<file path="config.mk">
export PLATFORM = sky130hd
export DESIGN_NAME = led_sparkle_fire_effect_unit_flat
export DESIGN_NICKNAME = d
export VERILOG_FILES = /design/src/rtl/core/lsfe_pkg.sv /design/src/rtl/core/lsfe_spark_if.sv /design/src/rtl/core/lsfe_pixel_if.sv /design/src/rtl/core/lsfe_ctrl.sv /design/src/rtl/core/lsfe_dp.sv /design/src/rtl/core/led_sparkle_fire_effect_unit.sv /design/src/flat_wrapper.sv
export SDC_FILE = /design/constraint.sdc
export NUM_CORES = 1
export LEC_CHECK = 0
export ABC_AREA = 1
export ABC_CLOCK_PERIOD_IN_PS = 9660
export BUFFER_PORTS_ARGS = -buffer_cell sky130_fd_sc_hd__buf_2
export CAP_MARGIN = 10
export CORE_MARGIN = 10
export CORE_UTILIZATION = 50
export DETAILED_ROUTE_END_ITERATION = 16
export GPL_TIMING_DRIVEN = 0
export PLACE_DENSITY = 0.73
export SLEW_MARGIN = 20
export SYNTH_ARGS = -nofsm -noshare
export SYNTH_HDL_FRONTEND = slang
export SYNTH_SLANG_ARGS = --single-unit
</file>
<file path="constraint.sdc">
create_clock -name i_clk -period 9.66 [get_ports i_clk]
set_clock_uncertainty 0.05 [all_clocks]
set_input_delay 0.483 -clock i_clk [delete_from_list [all_inputs] [get_ports i_clk]]
set_output_delay 0.483 -clock i_clk [all_outputs]
set_load 0.02 [all_outputs]
</file>
<file path="src/rtl/core/lsfe_pkg.sv">
// ----------------------------------------------------------------------------
// LED sparkle fire effect package
// Shared widths, constants and command type for the fire effect unit.
// ----------------------------------------------------------------------------
package lsfe_pkg;

    localparam int POS_W   = 5;
    localparam int HEAT_W  = 8;
    localparam int IDX_W   = 5;
    localparam int CHAN_W  = 7;
    localparam int PHASE_W = 9;
    localparam int BRT_W   = 3;

    localparam int PIXEL_TOTAL_DEF = 32;

    localparam logic [HEAT_W-1:0]  COOL_STEP  = 8'd15;
    localparam logic [HEAT_W-1:0]  HEAT_LIMIT = 8'd50;
    localparam logic [9:0]         WHEEL_SPAN = 10'd384;
    localparam logic [PHASE_W-1:0] PHASE_MAX  = 9'd384;
    localparam logic [CHAN_W-1:0]  CHAN_MAX   = 7'd127;

    // Division by five as multiply by 205 and shift by 10, exact for 8-bit values.
    localparam logic [15:0] DIV5_MUL   = 16'd205;
    localparam int          DIV5_SHIFT = 10;

    localparam logic [BRT_W-1:0] BRT_RESET   = 3'd1;
    localparam logic [BRT_W-1:0] BRT_3Q      = 3'd2;
    localparam logic [BRT_W-1:0] BRT_HALF    = 3'd3;
    localparam logic [BRT_W-1:0] BRT_QUARTER = 3'd4;
    localparam logic [BRT_W-1:0] BRT_EIGHTH  = 3'd5;

    localparam logic [1:0] SEG_RED_GREEN  = 2'd0;
    localparam logic [1:0] SEG_GREEN_BLUE = 2'd1;

    typedef struct packed {
        logic spark_load;   // latch the spark of an accepted transfer
        logic spark_wr;     // write the spark into the heat buffer
        logic rd_en;        // read the cell addressed by the count
        logic shift;        // move the read cell into the previous-cell register
        logic calc_en;      // cool one cell, write it back and load stage one
        logic nbr_zero;     // right neighbor lies past the strip
        logic phase_step;   // advance the animation phase
    } t_cmd;

endpackage

</file>
<file path="src/rtl/core/lsfe_spark_if.sv">
// ----------------------------------------------------------------------------
// Spark stream interface
// Valid/ready channel carrying one spark per frame tick.
// ----------------------------------------------------------------------------
interface lsfe_spark_if;

    logic                       valid;
    logic                       ready;
    logic [lsfe_pkg::POS_W-1:0]  spark_position;
    logic [lsfe_pkg::HEAT_W-1:0] spark_value;

    modport source (output valid, output spark_position, output spark_value, input ready);
    modport sink   (input valid, input spark_position, input spark_value, output ready);

endinterface

</file>
<file path="src/rtl/core/lsfe_pixel_if.sv">
// ----------------------------------------------------------------------------
// Pixel stream interface
// Valid/ready channel carrying one colored pixel per transfer.
// ----------------------------------------------------------------------------
interface lsfe_pixel_if;

    logic                       valid;
    logic                       ready;
    logic [lsfe_pkg::IDX_W-1:0]  pixel_index;
    logic [lsfe_pkg::CHAN_W-1:0] red;
    logic [lsfe_pkg::CHAN_W-1:0] green;
    logic [lsfe_pkg::CHAN_W-1:0] blue;
    logic                       last_pixel;

    modport source (output valid, output pixel_index, output red, output green,
                    output blue, output last_pixel, input ready);
    modport sink   (input valid, input pixel_index, input red, input green,
                    input blue, input last_pixel, output ready);

endinterface

</file>
<file path="src/rtl/core/lsfe_ctrl.sv">
// ----------------------------------------------------------------------------
// Fire effect controller
// Sequences the spark write and the walk over all heat cells of one frame.
// ----------------------------------------------------------------------------
module lsfe_ctrl #(
    parameter int PIXEL_TOTAL = lsfe_pkg::PIXEL_TOTAL_DEF,
    parameter int CW          = $clog2(PIXEL_TOTAL + 2)
) (
    input  logic            i_clk,
    input  logic            i_rst_n,
    input  logic            i_spark_valid,
    output logic            o_spark_ready,
    input  logic            i_adv,
    output lsfe_pkg::t_cmd  o_cmd,
    output logic [CW-1:0]   o_count
);

    typedef enum logic [1:0] {
        ST_IDLE,
        ST_SPARK,
        ST_RUN
    } t_state;

    t_state        r_state;
    logic [CW-1:0] r_count;
    logic          w_accept;

    assign o_spark_ready = (r_state == ST_IDLE);
    assign w_accept      = i_spark_valid && o_spark_ready;
    assign o_count       = r_count;

    always_comb begin
        o_cmd            = '0;
        o_cmd.spark_load = w_accept;
        o_cmd.spark_wr   = (r_state == ST_SPARK);
        if (r_state == ST_RUN && i_adv) begin
            o_cmd.shift      = 1'b1;
            o_cmd.rd_en      = (r_count < CW'(PIXEL_TOTAL));
            o_cmd.calc_en    = (r_count >= CW'(2));
            o_cmd.nbr_zero   = (r_count == CW'(PIXEL_TOTAL + 1));
            o_cmd.phase_step = (r_count == CW'(PIXEL_TOTAL + 1));
        end
    end

    always_ff @(posedge i_clk) begin
        if (!i_rst_n) begin
            r_state <= ST_IDLE;
            r_count <= '0;
        end else begin
            unique case (r_state)
                ST_IDLE: begin
                    if (w_accept) begin
                        r_state <= ST_SPARK;
                    end
                end
                ST_SPARK: begin
                    r_count <= '0;
                    r_state <= ST_RUN;
                end
                ST_RUN: begin
                    if (i_adv) begin
                        r_count <= r_count + CW'(1);
                        if (r_count == CW'(PIXEL_TOTAL + 1)) begin
                            r_state <= ST_IDLE;
                        end
                    end
                end
                default: begin
                    r_state <= ST_IDLE;
                end
            endcase
        end
    end

endmodule

</file>
<file path="src/rtl/core/lsfe_dp.sv">
// ----------------------------------------------------------------------------
// Fire effect datapath
// Heat buffer, cooling stage, color wheel, dimming and output register.
// ----------------------------------------------------------------------------
module lsfe_dp #(
    parameter int PIXEL_TOTAL = lsfe_pkg::PIXEL_TOTAL_DEF,
    parameter int CW          = $clog2(PIXEL_TOTAL + 2),
    parameter int AW          = $clog2(PIXEL_TOTAL)
) (
    input  logic                          i_clk,
    input  logic                          i_rst_n,
    input  lsfe_pkg::t_cmd                i_cmd,
    input  logic [CW-1:0]                 i_count,
    output logic                          o_adv,
    input  logic [lsfe_pkg::POS_W-1:0]    i_spark_position,
    input  logic [lsfe_pkg::HEAT_W-1:0]   i_spark_value,
    input  logic                          i_cfg_we,
    input  logic [lsfe_pkg::BRT_W-1:0]    i_cfg_wdata,
    output logic                          o_valid,
    input  logic                          i_ready,
    output logic [lsfe_pkg::IDX_W-1:0]    o_pixel_index,
    output logic [lsfe_pkg::CHAN_W-1:0]   o_red,
    output logic [lsfe_pkg::CHAN_W-1:0]   o_green,
    output logic [lsfe_pkg::CHAN_W-1:0]   o_blue,
    output logic                          o_last_pixel
);

    localparam int HW = lsfe_pkg::HEAT_W;
    localparam int CH = lsfe_pkg::CHAN_W;
    localparam int PW = lsfe_pkg::PHASE_W;

    function automatic logic [CH-1:0] dim_chan(input logic [CH-1:0] c,
                                               input logic [lsfe_pkg::BRT_W-1:0] lvl);
        logic [CH+1:0] t;
        t = (CH + 2)'(c) * (CH + 2)'(3);
        unique case (lvl)
            lsfe_pkg::BRT_3Q:      dim_chan = t[CH+1:2];
            lsfe_pkg::BRT_HALF:    dim_chan = c >> 1;
            lsfe_pkg::BRT_QUARTER: dim_chan = c >> 2;
            lsfe_pkg::BRT_EIGHTH:  dim_chan = c >> 3;
            default:               dim_chan = c;
        endcase
    endfunction

    // Heat buffer and its per-entry valid bits; an unwritten cell reads as zero.
    logic [HW-1:0]          r_heat_mem [PIXEL_TOTAL];
    logic [PIXEL_TOTAL-1:0] r_cell_vld;

    logic [lsfe_pkg::POS_W-1:0]  r_spark_pos;
    logic [HW-1:0]               r_spark_val;
    logic [lsfe_pkg::BRT_W-1:0]  r_brightness;
    logic [PW-1:0]               r_phase;

    logic [HW-1:0] r_rd_raw;
    logic          r_rd_vld;
    logic [HW-1:0] r_prev;

    logic          r_s1_valid;
    logic [HW-1:0] r_s1_heat;
    logic [AW-1:0] r_s1_idx;
    logic          r_s1_last;
    logic [PW-1:0] r_s1_phase;

    logic                        r_o_valid;
    logic [lsfe_pkg::IDX_W-1:0]  r_o_idx;
    logic [CH-1:0]               r_o_red;
    logic [CH-1:0]               r_o_green;
    logic [CH-1:0]               r_o_blue;
    logic                        r_o_last;

    logic          w_adv;
    logic          w_pos_ok;
    logic [AW-1:0] w_rd_addr;
    logic [AW-1:0] w_calc_idx;
    logic [HW-1:0] w_cur_cell;
    logic [HW-1:0] w_nbr;
    logic [HW:0]   w_pair_sum;
    logic [HW-1:0] w_avg;
    logic [HW-1:0] w_new_heat;
    logic          w_we;
    logic [AW-1:0] w_wr_addr;
    logic [HW-1:0] w_wr_data;

    logic [15:0]   w_prod;
    logic [9:0]    w_wheel_sum;
    logic [PW-1:0] w_wheel_pos;
    logic [CH-1:0] w_k;
    logic [CH-1:0] w_red;
    logic [CH-1:0] w_green;
    logic [CH-1:0] w_blue;
    logic          w_hot;

    // The pipeline moves whenever the output register is empty or being drained.
    assign w_adv = !r_o_valid || i_ready;
    assign o_adv = w_adv;

    // Cooling stage.
    assign w_pos_ok   = (32'(r_spark_pos) < PIXEL_TOTAL);
    assign w_rd_addr  = AW'(i_count);
    assign w_calc_idx = AW'(i_count - CW'(2));
    assign w_cur_cell = r_rd_vld ? r_rd_raw : '0;
    assign w_nbr      = i_cmd.nbr_zero ? '0 : w_cur_cell;
    assign w_pair_sum = (HW + 1)'(r_prev) + (HW + 1)'(w_nbr);
    assign w_avg      = w_pair_sum[HW:1];
    assign w_new_heat = (w_avg > lsfe_pkg::COOL_STEP) ? (w_avg - lsfe_pkg::COOL_STEP) : '0;

    always_comb begin
        w_we      = 1'b0;
        w_wr_addr = w_calc_idx;
        w_wr_data = w_new_heat;
        if (i_cmd.spark_wr) begin
            w_we      = w_pos_ok;
            w_wr_addr = AW'(r_spark_pos);
            w_wr_data = r_spark_val;
        end else if (i_cmd.calc_en) begin
            w_we = 1'b1;
        end
    end

    always_ff @(posedge i_clk) begin
        if (w_we) begin
            r_heat_mem[w_wr_addr] <= w_wr_data;
        end
        if (i_cmd.rd_en) begin
            r_rd_raw <= r_heat_mem[w_rd_addr];
        end
    end

    // Color stage: wheel position (heat/5 + phase) mod 384.
    assign w_prod      = 16'(r_s1_heat) * lsfe_pkg::DIV5_MUL;
    assign w_wheel_sum = 10'(w_prod >> lsfe_pkg::DIV5_SHIFT) + 10'(r_s1_phase);
    assign w_wheel_pos = (w_wheel_sum >= lsfe_pkg::WHEEL_SPAN)
                         ? PW'(w_wheel_sum - lsfe_pkg::WHEEL_SPAN)
                         : PW'(w_wheel_sum);
    assign w_k         = w_wheel_pos[CH-1:0];
    assign w_hot       = (r_s1_heat > lsfe_pkg::HEAT_LIMIT);

    always_comb begin
        w_red   = '0;
        w_green = '0;
        w_blue  = '0;
        case (w_wheel_pos[PW-1:CH])
            lsfe_pkg::SEG_RED_GREEN: begin
                w_red   = lsfe_pkg::CHAN_MAX - w_k;
                w_green = w_k;
            end
            lsfe_pkg::SEG_GREEN_BLUE: begin
                w_green = lsfe_pkg::CHAN_MAX - w_k;
                w_blue  = w_k;
            end
            default: begin
                w_red  = w_k;
                w_blue = lsfe_pkg::CHAN_MAX - w_k;
            end
        endcase
        if (!w_hot) begin
            w_red   = '0;
            w_green = '0;
            w_blue  = '0;
        end
    end

    // Payload registers.
    always_ff @(posedge i_clk) begin
        if (i_cmd.spark_load) begin
            r_spark_pos <= i_spark_position;
            r_spark_val <= i_spark_value;
        end
        if (i_cmd.shift) begin
            r_prev <= w_cur_cell;
        end
        if (i_cmd.calc_en) begin
            r_s1_heat  <= w_new_heat;
            r_s1_idx   <= w_calc_idx;
            r_s1_last  <= (w_calc_idx == AW'(PIXEL_TOTAL - 1));
            r_s1_phase <= r_phase;
        end
        if (w_adv && r_s1_valid) begin
            r_o_idx   <= lsfe_pkg::IDX_W'(r_s1_idx);
            r_o_red   <= dim_chan(w_red, r_brightness);
            r_o_green <= dim_chan(w_green, r_brightness);
            r_o_blue  <= dim_chan(w_blue, r_brightness);
            r_o_last  <= r_s1_last;
        end
    end

    // Control registers.
    always_ff @(posedge i_clk) begin
        if (!i_rst_n) begin
            r_cell_vld   <= '0;
            r_rd_vld     <= 1'b0;
            r_brightness <= lsfe_pkg::BRT_RESET;
            r_phase      <= '0;
            r_s1_valid   <= 1'b0;
            r_o_valid    <= 1'b0;
        end else begin
            if (w_we) begin
                r_cell_vld[w_wr_addr] <= 1'b1;
            end
            if (i_cmd.rd_en) begin
                r_rd_vld <= r_cell_vld[w_rd_addr];
            end
            if (i_cfg_we) begin
                r_brightness <= i_cfg_wdata;
            end
            if (i_cmd.phase_step) begin
                r_phase <= (r_phase >= lsfe_pkg::PHASE_MAX) ? '0 : r_phase + PW'(1);
            end
            if (w_adv) begin
                r_s1_valid <= i_cmd.calc_en;
                r_o_valid  <= r_s1_valid;
            end
        end
    end

    assign o_valid       = r_o_valid;
    assign o_pixel_index = r_o_idx;
    assign o_red         = r_o_red;
    assign o_green       = r_o_green;
    assign o_blue        = r_o_blue;
    assign o_last_pixel  = r_o_last;

endmodule

</file>
<file path="src/rtl/core/led_sparkle_fire_effect_unit.sv">
// ----------------------------------------------------------------------------
// LED sparkle fire effect unit
// Heat-buffer fire animation producing one colored pixel per LED each frame.
// ----------------------------------------------------------------------------
// Each spark transfer is one frame tick: the spark lands in the heat buffer,
// every cell is cooled toward its right neighbor, and PIXEL_TOTAL pixels leave
// on the pixel channel in index order, the final one flagged by last_pixel.
// The controller takes the spark, writes it, and then walks the heat buffer one
// cell per cycle through the two-stage cooling and coloring pipeline. Stalls
// on the pixel channel freeze that walk. The next spark is taken once the walk
// ends, while the last pixels still drain. Brightness may be written between
// frames.
module led_sparkle_fire_effect_unit #(
    parameter int PIXEL_TOTAL = lsfe_pkg::PIXEL_TOTAL_DEF
) (
    input  logic                        i_clk,
    input  logic                        i_rst_n,
    lsfe_spark_if.sink                  i_spark,
    lsfe_pixel_if.source                o_pixel,
    input  logic                        i_cfg_we,
    input  logic [lsfe_pkg::BRT_W-1:0]  i_cfg_wdata
);

    localparam int CW = $clog2(PIXEL_TOTAL + 2);
    localparam int AW = $clog2(PIXEL_TOTAL);

    lsfe_pkg::t_cmd w_cmd;
    logic [CW-1:0]  w_count;
    logic           w_adv;
    logic           w_spark_ready;
    logic           w_accept;

    assign i_spark.ready = w_spark_ready;
    assign w_accept      = i_spark.valid && w_spark_ready;

    lsfe_ctrl #(
        .PIXEL_TOTAL (PIXEL_TOTAL),
        .CW          (CW)
    ) u_ctrl (
        .i_clk         (i_clk),
        .i_rst_n       (i_rst_n),
        .i_spark_valid (i_spark.valid),
        .o_spark_ready (w_spark_ready),
        .i_adv         (w_adv),
        .o_cmd         (w_cmd),
        .o_count       (w_count)
    );

    lsfe_dp #(
        .PIXEL_TOTAL (PIXEL_TOTAL),
        .CW          (CW),
        .AW          (AW)
    ) u_dp (
        .i_clk            (i_clk),
        .i_rst_n          (i_rst_n),
        .i_cmd            (w_cmd),
        .i_count          (w_count),
        .o_adv            (w_adv),
        .i_spark_position (i_spark.spark_position),
        .i_spark_value    (i_spark.spark_value),
        .i_cfg_we         (i_cfg_we),
        .i_cfg_wdata      (i_cfg_wdata),
        .o_valid          (o_pixel.valid),
        .i_ready          (o_pixel.ready),
        .o_pixel_index    (o_pixel.pixel_index),
        .o_red            (o_pixel.red),
        .o_green          (o_pixel.green),
        .o_blue           (o_pixel.blue),
        .o_last_pixel     (o_pixel.last_pixel)
    );

    // A spark transfer raises the heat-buffer spark write on the very next cycle.
    a_spark_write: assert property (@(posedge i_clk) disable iff (!i_rst_n)
        w_accept |=> w_cmd.spark_wr)
        else $error("spark write did not follow the spark transfer");

    // No second spark is taken while a frame is in progress.
    a_busy_after_accept: assert property (@(posedge i_clk) disable iff (!i_rst_n)
        w_accept |=> !i_spark.ready)
        else $error("spark channel ready right after a transfer");

    // The flagged pixel is always the final cell of the strip.
    a_last_index: assert property (@(posedge i_clk) disable iff (!i_rst_n)
        (o_pixel.valid && o_pixel.last_pixel)
            |-> (o_pixel.pixel_index == lsfe_pkg::IDX_W'(PIXEL_TOTAL - 1)))
        else $error("last pixel flagged on the wrong index");

endmodule
</file>
<file path="src/flat_wrapper.sv">
// flat-port wrapper written by rule: the top's interface ports become plain ports
module led_sparkle_fire_effect_unit_flat 
#(
    parameter int PIXEL_TOTAL = lsfe_pkg::PIXEL_TOTAL_DEF
)
  (i_clk, i_rst_n, i_cfg_we, i_cfg_wdata, i_spark_valid, i_spark_spark_position, i_spark_spark_value, i_spark_ready, o_pixel_valid, o_pixel_pixel_index, o_pixel_red, o_pixel_green, o_pixel_blue, o_pixel_last_pixel, o_pixel_ready);
  lsfe_spark_if i_spark_i ();
  lsfe_pixel_if o_pixel_i ();
  input  logic i_clk;
  input  logic i_rst_n;
  input  logic i_cfg_we;
  input  logic [lsfe_pkg::BRT_W-1:0] i_cfg_wdata;
  input wire logic [$bits(i_spark_i.valid)-1:0] i_spark_valid;
  input wire logic [$bits(i_spark_i.spark_position)-1:0] i_spark_spark_position;
  input wire logic [$bits(i_spark_i.spark_value)-1:0] i_spark_spark_value;
  output wire logic [$bits(i_spark_i.ready)-1:0] i_spark_ready;
  output wire logic [$bits(o_pixel_i.valid)-1:0] o_pixel_valid;
  output wire logic [$bits(o_pixel_i.pixel_index)-1:0] o_pixel_pixel_index;
  output wire logic [$bits(o_pixel_i.red)-1:0] o_pixel_red;
  output wire logic [$bits(o_pixel_i.green)-1:0] o_pixel_green;
  output wire logic [$bits(o_pixel_i.blue)-1:0] o_pixel_blue;
  output wire logic [$bits(o_pixel_i.last_pixel)-1:0] o_pixel_last_pixel;
  input wire logic [$bits(o_pixel_i.ready)-1:0] o_pixel_ready;
  assign i_spark_i.valid = i_spark_valid;
  assign i_spark_i.spark_position = i_spark_spark_position;
  assign i_spark_i.spark_value = i_spark_spark_value;
  assign i_spark_ready = i_spark_i.ready;
  assign o_pixel_valid = o_pixel_i.valid;
  assign o_pixel_pixel_index = o_pixel_i.pixel_index;
  assign o_pixel_red = o_pixel_i.red;
  assign o_pixel_green = o_pixel_i.green;
  assign o_pixel_blue = o_pixel_i.blue;
  assign o_pixel_last_pixel = o_pixel_i.last_pixel;
  assign o_pixel_i.ready = o_pixel_ready;
  led_sparkle_fire_effect_unit #(.PIXEL_TOTAL(PIXEL_TOTAL)) u_core (.i_clk(i_clk), .i_rst_n(i_rst_n), .i_spark(i_spark_i), .o_pixel(o_pixel_i), .i_cfg_we(i_cfg_we), .i_cfg_wdata(i_cfg_wdata));
endmodule
</file>
Yosys cells after proc, flatten, opt, wreduce, memory -nomap -nowiden
Memories as Yosys holds them, arrays and structs flattened. A register that Yosys moved wholly into a read port is not among the register bits.
Index checks and enable logic that the tools add are counted.
{"block": "totals", "regBits": 126, "mem_bits_rw": 256, "input_bits": 21, "n_memories": 1}
{"name": "u_core.u_dp.r_heat_mem", "words": 32, "width": 8, "rd": 1, "rd_clocked_by_memory_dff": 1, "write_ports": 1, "line": "lsfe_dp.sv:46", "rtl": "logic [HW-1:0] r_heat_mem [PIXEL_TOTAL];"}
{"block": "classes", "add_sub_neg": 8, "n_mul": 4, "order_cmp": 9, "n_eq_ne": 12, "n_mux": 31, "n_bitwise": 1, "reduce_logical": 11}
{"op": "$pmux 7 s4", "n": 3}
{"op": "$pmux 7 s2", "n": 3}
{"op": "$mux 8", "n": 4}
{"op": "$or 32x32->32", "n": 1}
{"op": "$mul 7x2->9 const B", "n": 3}
{"op": "$mux 7", "n": 3}
{"op": "$mux 9", "n": 2}
{"op": "$mul 8x8->16 const B", "n": 1}
{"op": "$lt 5x6->1 const B", "n": 2}
{"op": "$pmux 6 s2", "n": 1}
{"op": "$add 6x9->10", "n": 1}
{"op": "$ge 10x9->1 const B", "n": 1}
{"op": "$mux 5", "n": 2}
{"op": "$add 8x8->9", "n": 1}
{"op": "$add 9x1->9 const B", "n": 1}
{"op": "$ge 9x9->1 const B", "n": 1}
{"op": "$sub 9x9->9 const B", "n": 1}
{"op": "$gt 8x4->1 const B", "n": 1}
{"op": "$gt 8x6->1 const B", "n": 1}
{"op": "$sub 8x4->8 const B", "n": 1}
{"op": "$sub 7x7->7 const A", "n": 1}
{"op": "$add 6x1->6 const B", "n": 1}
{"op": "$eq 3x2->1 const B", "n": 2}
{"op": "$eq 3x3->1 const B", "n": 2}
{"op": "23 further kinds", "n": 36}

Logic depth before layout (Yosys ltp)
{"block": "logic_depth", "ltp_word": 9, "ltp_mapped": 44, "mapped_depth_nobuf": 43}

Modules after synthesis
A second synthesis with hierarchy kept.
{"block": "hier_totals", "hier_cells": 1806, "area_unflattened_um2": 18855.6}
{"mod": "lsfe_dp", "instances": 1, "cells_per_inst": 1734, "area_each_um2": 18371.4, "seq_area_each_um2": 11000.6}
{"mod": "lsfe_ctrl", "instances": 1, "cells_per_inst": 72, "area_each_um2": 484.2, "seq_area_each_um2": 160.2}

Worst setup path before layout
Ideal clock, no wire load.
{"block": "synth_timing", "path_kind": "register to register", "startpoint": "register u_core.u_dp.r_s1_heat[1]", "endpoint": "register u_core.u_dp.r_o_red[3] (netlist: u_core.u_dp.o_red[3]) (data pin)", "setup_ns": 0.266, "t_arrival_ns": 6.265, "required_ns": 9.344, "slack_ns": 3.079, "path_stages_with_launch": 41, "n_path_buf": 1, "path_cell_list": "edfxtp_1 -> ha_1 -> xor2_1 -> ha_1 -> fa_1 -> inv_1 -> fa_1 -> inv_1 -> ha_1 -> nand3_1 -> nand2_1 -> nand3_1 -> nand2_1 -> a21oi_1 -> o21bai_1 -> a21oi_1 -> xor2_1 -> ha_1 -> (+5 left out) -> nand2_2 -> nand2_2 -> buf_6 -> nand2_2 -> nand2_4 -> inv_4 -> nor2_1 -> inv_1 -> fa_1 -> inv_1 -> a21o_1 -> a21oi_1 -> nor2_1 -> nor2_1 -> nand2_1 -> o21ai_0 -> a221oi_1 -> o21ai_1"}
{"block": "synth_between", "elab_chain_cells": 9}
{"element": "start, declared", "line": "lsfe_dp.sv:59", "rtl": "logic [HW-1:0] r_s1_heat;"}
{"element": "start signal, assigned", "line": "lsfe_dp.sv:173", "rtl": "r_s1_heat <= w_new_heat;"}
{"element": "$mul 8x8->16", "line": "lsfe_dp.sv:130", "rtl": "assign w_prod = 16'(r_s1_heat) * lsfe_pkg::DIV5_MUL;"}
{"element": "$add 6x9->10", "line": "lsfe_dp.sv:131", "rtl": "assign w_wheel_sum = 10'(w_prod >> lsfe_pkg::DIV5_SHIFT) + 10'(r_s1_phase);"}
{"element": "$sub 9x9->9 / $ge 10x9->1 (equally long branches)", "line": "lsfe_dp.sv:133, lsfe_dp.sv:132"}
{"element": "$mux 9", "line": "lsfe_dp.sv:133", "rtl": "? PW'(w_wheel_sum - lsfe_pkg::WHEEL_SPAN)"}
{"element": "$sub 7x7->7, or another cell as far along", "line": "lsfe_dp.sv:144", "rtl": "w_red = lsfe_pkg::CHAN_MAX - w_k;"}
{"element": "$pmux 7 s2", "line": "lsfe_dp.sv:142", "rtl": "case (w_wheel_pos[PW-1:CH])"}
{"element": "$mux 7 *", "line": "lsfe_dp.sv:156", "rtl": "if (!w_hot) begin"}
{"element": "$mul 7x2->9", "line": "lsfe_dp.sv:35", "rtl": "t = (CH + 2)'(c) * (CH + 2)'(3);"}
{"element": "$pmux 7 s4 *", "line": "lsfe_dp.sv:36", "rtl": "unique case (lvl)"}
{"element": "end signal, assigned", "line": "lsfe_dp.sv:180", "rtl": "r_o_red <= dim_chan(w_red, r_brightness);"}
{"element": "end, declared", "line": "lsfe_dp.sv:66", "rtl": "logic [CH-1:0] r_o_red;"}
Mark *: on every way between the ends. The rest lies on a longest branch, timed or not.
A chain may end at the register's enable or synchronous reset.

Worst setup path in the final report
Same ends and word-level chain as after synthesis.

==> flow_metrics.env <==
export IMPL_status="completed"
export IMPL_syn_inst=1784
export IMPL_clk_pin_slew_worst_paths_ps=60
export IMPL_area_delta_synth_final_pct=12.4
export IMPL_avgSynthCellArea_um2=10.5
export IMPL_final_core_util=0.571
export IMPL_row_count=70
export IMPL_period_minus_slack_ps=7390
export IMPL_drv_slew=0
export IMPL_synth_nets=1906
export IMPL_clockBufferDepth=3
export IMPL_clkSinkCount=390
export IMPL_hold_end="u_core.u_dp.r_spark_val[1]"
export IMPL_final_period_utilization=0.765
export IMPL_dieWidth_um=213
export IMPL_critical_path_class="reg -> reg"
export IMPL_insertion_delay_ps=570
export IMPL_worst_hold_startpoint="i_spark_spark_value[1]"
export IMPL_p_per_area_nw_per_um2=205
export IMPL_dieHeight_um=213
export IMPL_first_pass_iters=6
export IMPL_cts_root_buf="clkbuf_16"
export IMPL_grt_busiest_layer="met2"
export IMPL_regToRegEndpoint="u_core.u_dp.o_red[3]"
export IMPL_fmax_ghz=0.135
export IMPL_first_global_vias=13337
export IMPL_ys_seq_elements=390
export IMPL_grtUsageTotal=0.222
export IMPL_critPathLaunch="u_core.u_dp.r_s1_heat[1]"
export IMPL_drv_cap=0
export IMPL_dp_slack_ps=2240
export IMPL_route_detailed_drc=0
export IMPL_synthTopCellsByArea="edfxtp_1 (54%), nor2_1 (6.6%), dfxtp_1 (5.9%), ha_1 (5.9%), o21ai_0 (4.7%)"
export IMPL_start_util=0.508
export IMPL_gr_total_overflow=0
export IMPL_crit_fanout=10
export IMPL_finalPower_w=0.00431
export IMPL_netlist_area_um2=18700
export IMPL_drive_gt1_frac=0.0921
export IMPL_ctsResizeCount=0
export IMPL_totalWireLength_um=51000
export IMPL_synthFlopType="edfxtp_1"
export IMPL_final_common_cell="edfxtp_1"
export IMPL_finalNonFillerCells=2379
export IMPL_cts_setup_buffers=0
export IMPL_rr_worst_depth=42
export IMPL_numPlacedInstances=2304
export IMPL_via_per_inst=5.89
export IMPL_holdBufCountCts=0
export IMPL_r2r_slack_ps=2270
export IMPL_synth_top_area_share=0.538
export IMPL_final_cell_mix="edfxtp_1 (335), nor2_1 (327), nand2_1 (175), o21ai_0 (173), inv_1 (172)"
export IMPL_crit_slowest_cell="fa_1"
export IMPL_cts_tree="yes"
export IMPL_yosysUniqueCellTypes=62
export IMPL_grt_pass1_wl_um=77300
export IMPL_io_pins=50
export IMPL_yosysSeqAreaShare=0.597
export IMPL_grt_max_degree=33
export IMPL_hold_viol=0
export IMPL_rsz0062_at_grt="no"
export IMPL_worst_path_largest_cell_delay_ps=550
export IMPL_io_buffers=49
export IMPL_htreeDepth=2
export IMPL_core_um2=36800
export IMPL_cts_buffers=40
export IMPL_synth_edff_count=335
export IMPL_place_detailed_hpwl_um=35100
export IMPL_setup_viol=0
export IMPL_antenna_left=0
export IMPL_first_iter_violations=1892
export IMPL_cp_required_ps=9890
export IMPL_slew_headroom=0.281
export IMPL_end_kind="flop"
export IMPL_min_path_cells=1
export IMPL_vdd_ir_drop_max_mv=0.109
export IMPL_grt_use_met3=0.0441
export IMPL_hp_class="in -> reg"
export IMPL_antenna_found_initial=0
export IMPL_setup_ws_ps=2270
export IMPL_die_area_um2=45500
export IMPL_async_flop_share=0
export IMPL_use_met1=0.291
export IMPL_worstReg2RegStart="u_core.u_dp.r_s1_heat[1]"
export IMPL_fin_nets=2000
export IMPL_avgRoutedWirePerCell_um=21.5
export IMPL_use_met2=0.358
export IMPL_synth_top_area_cell="edfxtp_1"
export IMPL_arrival_ps=7620
export IMPL_ys_warnings_count=0
export IMPL_leakage_nw=8.02
export IMPL_worstMarginPinSlew_ps=1070
export IMPL_tns_ps=0
export IMPL_place_gp_congestion=0.997
export IMPL_startpoint_type="flop"
export IMPL_dr_total_vias=14019
critical path: cells and delay by family (launching register included):
family	cells	cell delay, ps
adder cells (fa/ha/maj)	7	2740
AND/OR/NAND/NOR	15	1550
AO/OA/AOI/OAI	11	1440
buffers and inverters	8	660
flip-flops	1	490
XOR/XNOR	1	200
cells by family after synthesis:
family / after synthesis / share of synthesized area
DFF: 390 / 0.597
AOI/OAI and AO/OA: 374 / 0.119
and+or+nand+nor: 633 / 0.143
muxes: 1 / 0.000535
xor gates and xnor gates: 30 / 0.0153
adders and majority gates: 101 / 0.0728
buffers and inverters: 255 / 0.0527
power by group:
part           total (W)  switching [W]  internal, W
Clock            0.00158       0.000656     0.000925
Combinational   0.000819       0.000574     0.000245
Sequential       0.00191     0.00000801      0.00190
Total            0.00431        0.00124      0.00307
synthesized netlist by cell type, types with 4 or more instances:
master    number
nand2_4        4
nor2_1       329
or2_2          4
buf_4          4
ha_1          88
o21ai_0      175
buf_1          4
o22ai_1       52
nand3_1       54
inv_2          6
o221ai_1      28
fa_1          13
clkinv_1       5
nor4_1         4
nand2_2       12
nor3_1        13
nand2_1      181
a32o_1         4
dfxtp_1       55
nor2_2         5
inv_1        172
o21bai_1       4
a211oi_1       8
nand4_1       13
a21oi_1       57
o211ai_1       8
clkbuf_1      60
edfxtp_1     335
o21ai_1        7
a221oi_1       5
xor2_1        17
xnor2_1       10
metrics by stage:
step	instance area (µm²)	hold slack [ps]
final	21000	58.4
after global routing	21000	47.5
after CTS	21000	41.6
after detailed placement	19600	359
after global placement	19500	356
after floorplan	18700	350
how the worst max path moves through the flow:
| stage | to | slack [ps] | cells after the start |
|---|---|---|---|
| 4_1_cts | u_core.u_dp.o_red[3] | 2230 | 42 |
| 5_1_grt | u_core.u_dp.o_green[6] | 1580 | 41 |
| 2_1_floorplan | u_core.u_dp.o_red[3] | 3080 | 40 |
| 3_3_place_gp | u_core.u_dp.r_heat_mem[16][3] | 1460 | 20 |
| 6_report | u_core.u_dp.o_red[3] | 2270 | 42 |
| 3_5_place_dp | u_core.u_dp.o_red[3] | 2240 | 42 |
sequential cells by signal, indices dropped and copies added (netlist names):
register                   count
u_core.u_dp.r_heat_mem       256
u_core.u_dp.r_cell_vld        32
u_core.u_dp.r_phase            9
u_core.u_dp.r_s1_phase         9
u_core.u_dp.r_prev             8
u_core.u_dp.r_rd_raw           8
u_core.u_dp.r_s1_heat          8
u_core.u_dp.r_spark_val        8
u_core.u_dp.o_blue             7
u_core.u_dp.o_green            7
u_core.u_dp.o_red              7
u_core.u_ctrl.o_count          6
u_core.u_dp.o_pixel_index      5
u_core.u_dp.r_s1_idx           5
u_core.u_dp.r_spark_pos        5
u_core.u_dp.r_brightness       3
u_core.u_ctrl.r_state          2
u_core.u_dp.o_last_pixel       1
u_core.u_dp.o_valid            1
u_core.u_dp.r_rd_vld           1
u_core.u_dp.r_s1_last          1
u_core.u_dp.r_s1_valid         1
per-layer routing:
layer / wire [µm] / part of all wire
met1: 20300 / 0.40
met5: 0 / 0
met4: 1910 / 0.037
met2: 23500 / 0.46
met3: 5360 / 0.11
cell type report:
cell class / count / area [µm²]
repair buffers: 52 / 295
plain buffers: 70 / 287
flip-flops and latches: 390 / 11200
multi-input cells: 1139 / 6620
fillers: 3089 / 15800
well taps: 468 / 586
diodes: 1 / 2.50
clock buffers: 58 / 1160
inverters: 185 / 699
clock inverters: 16 / 211
(Power assumes the default switching activity.)
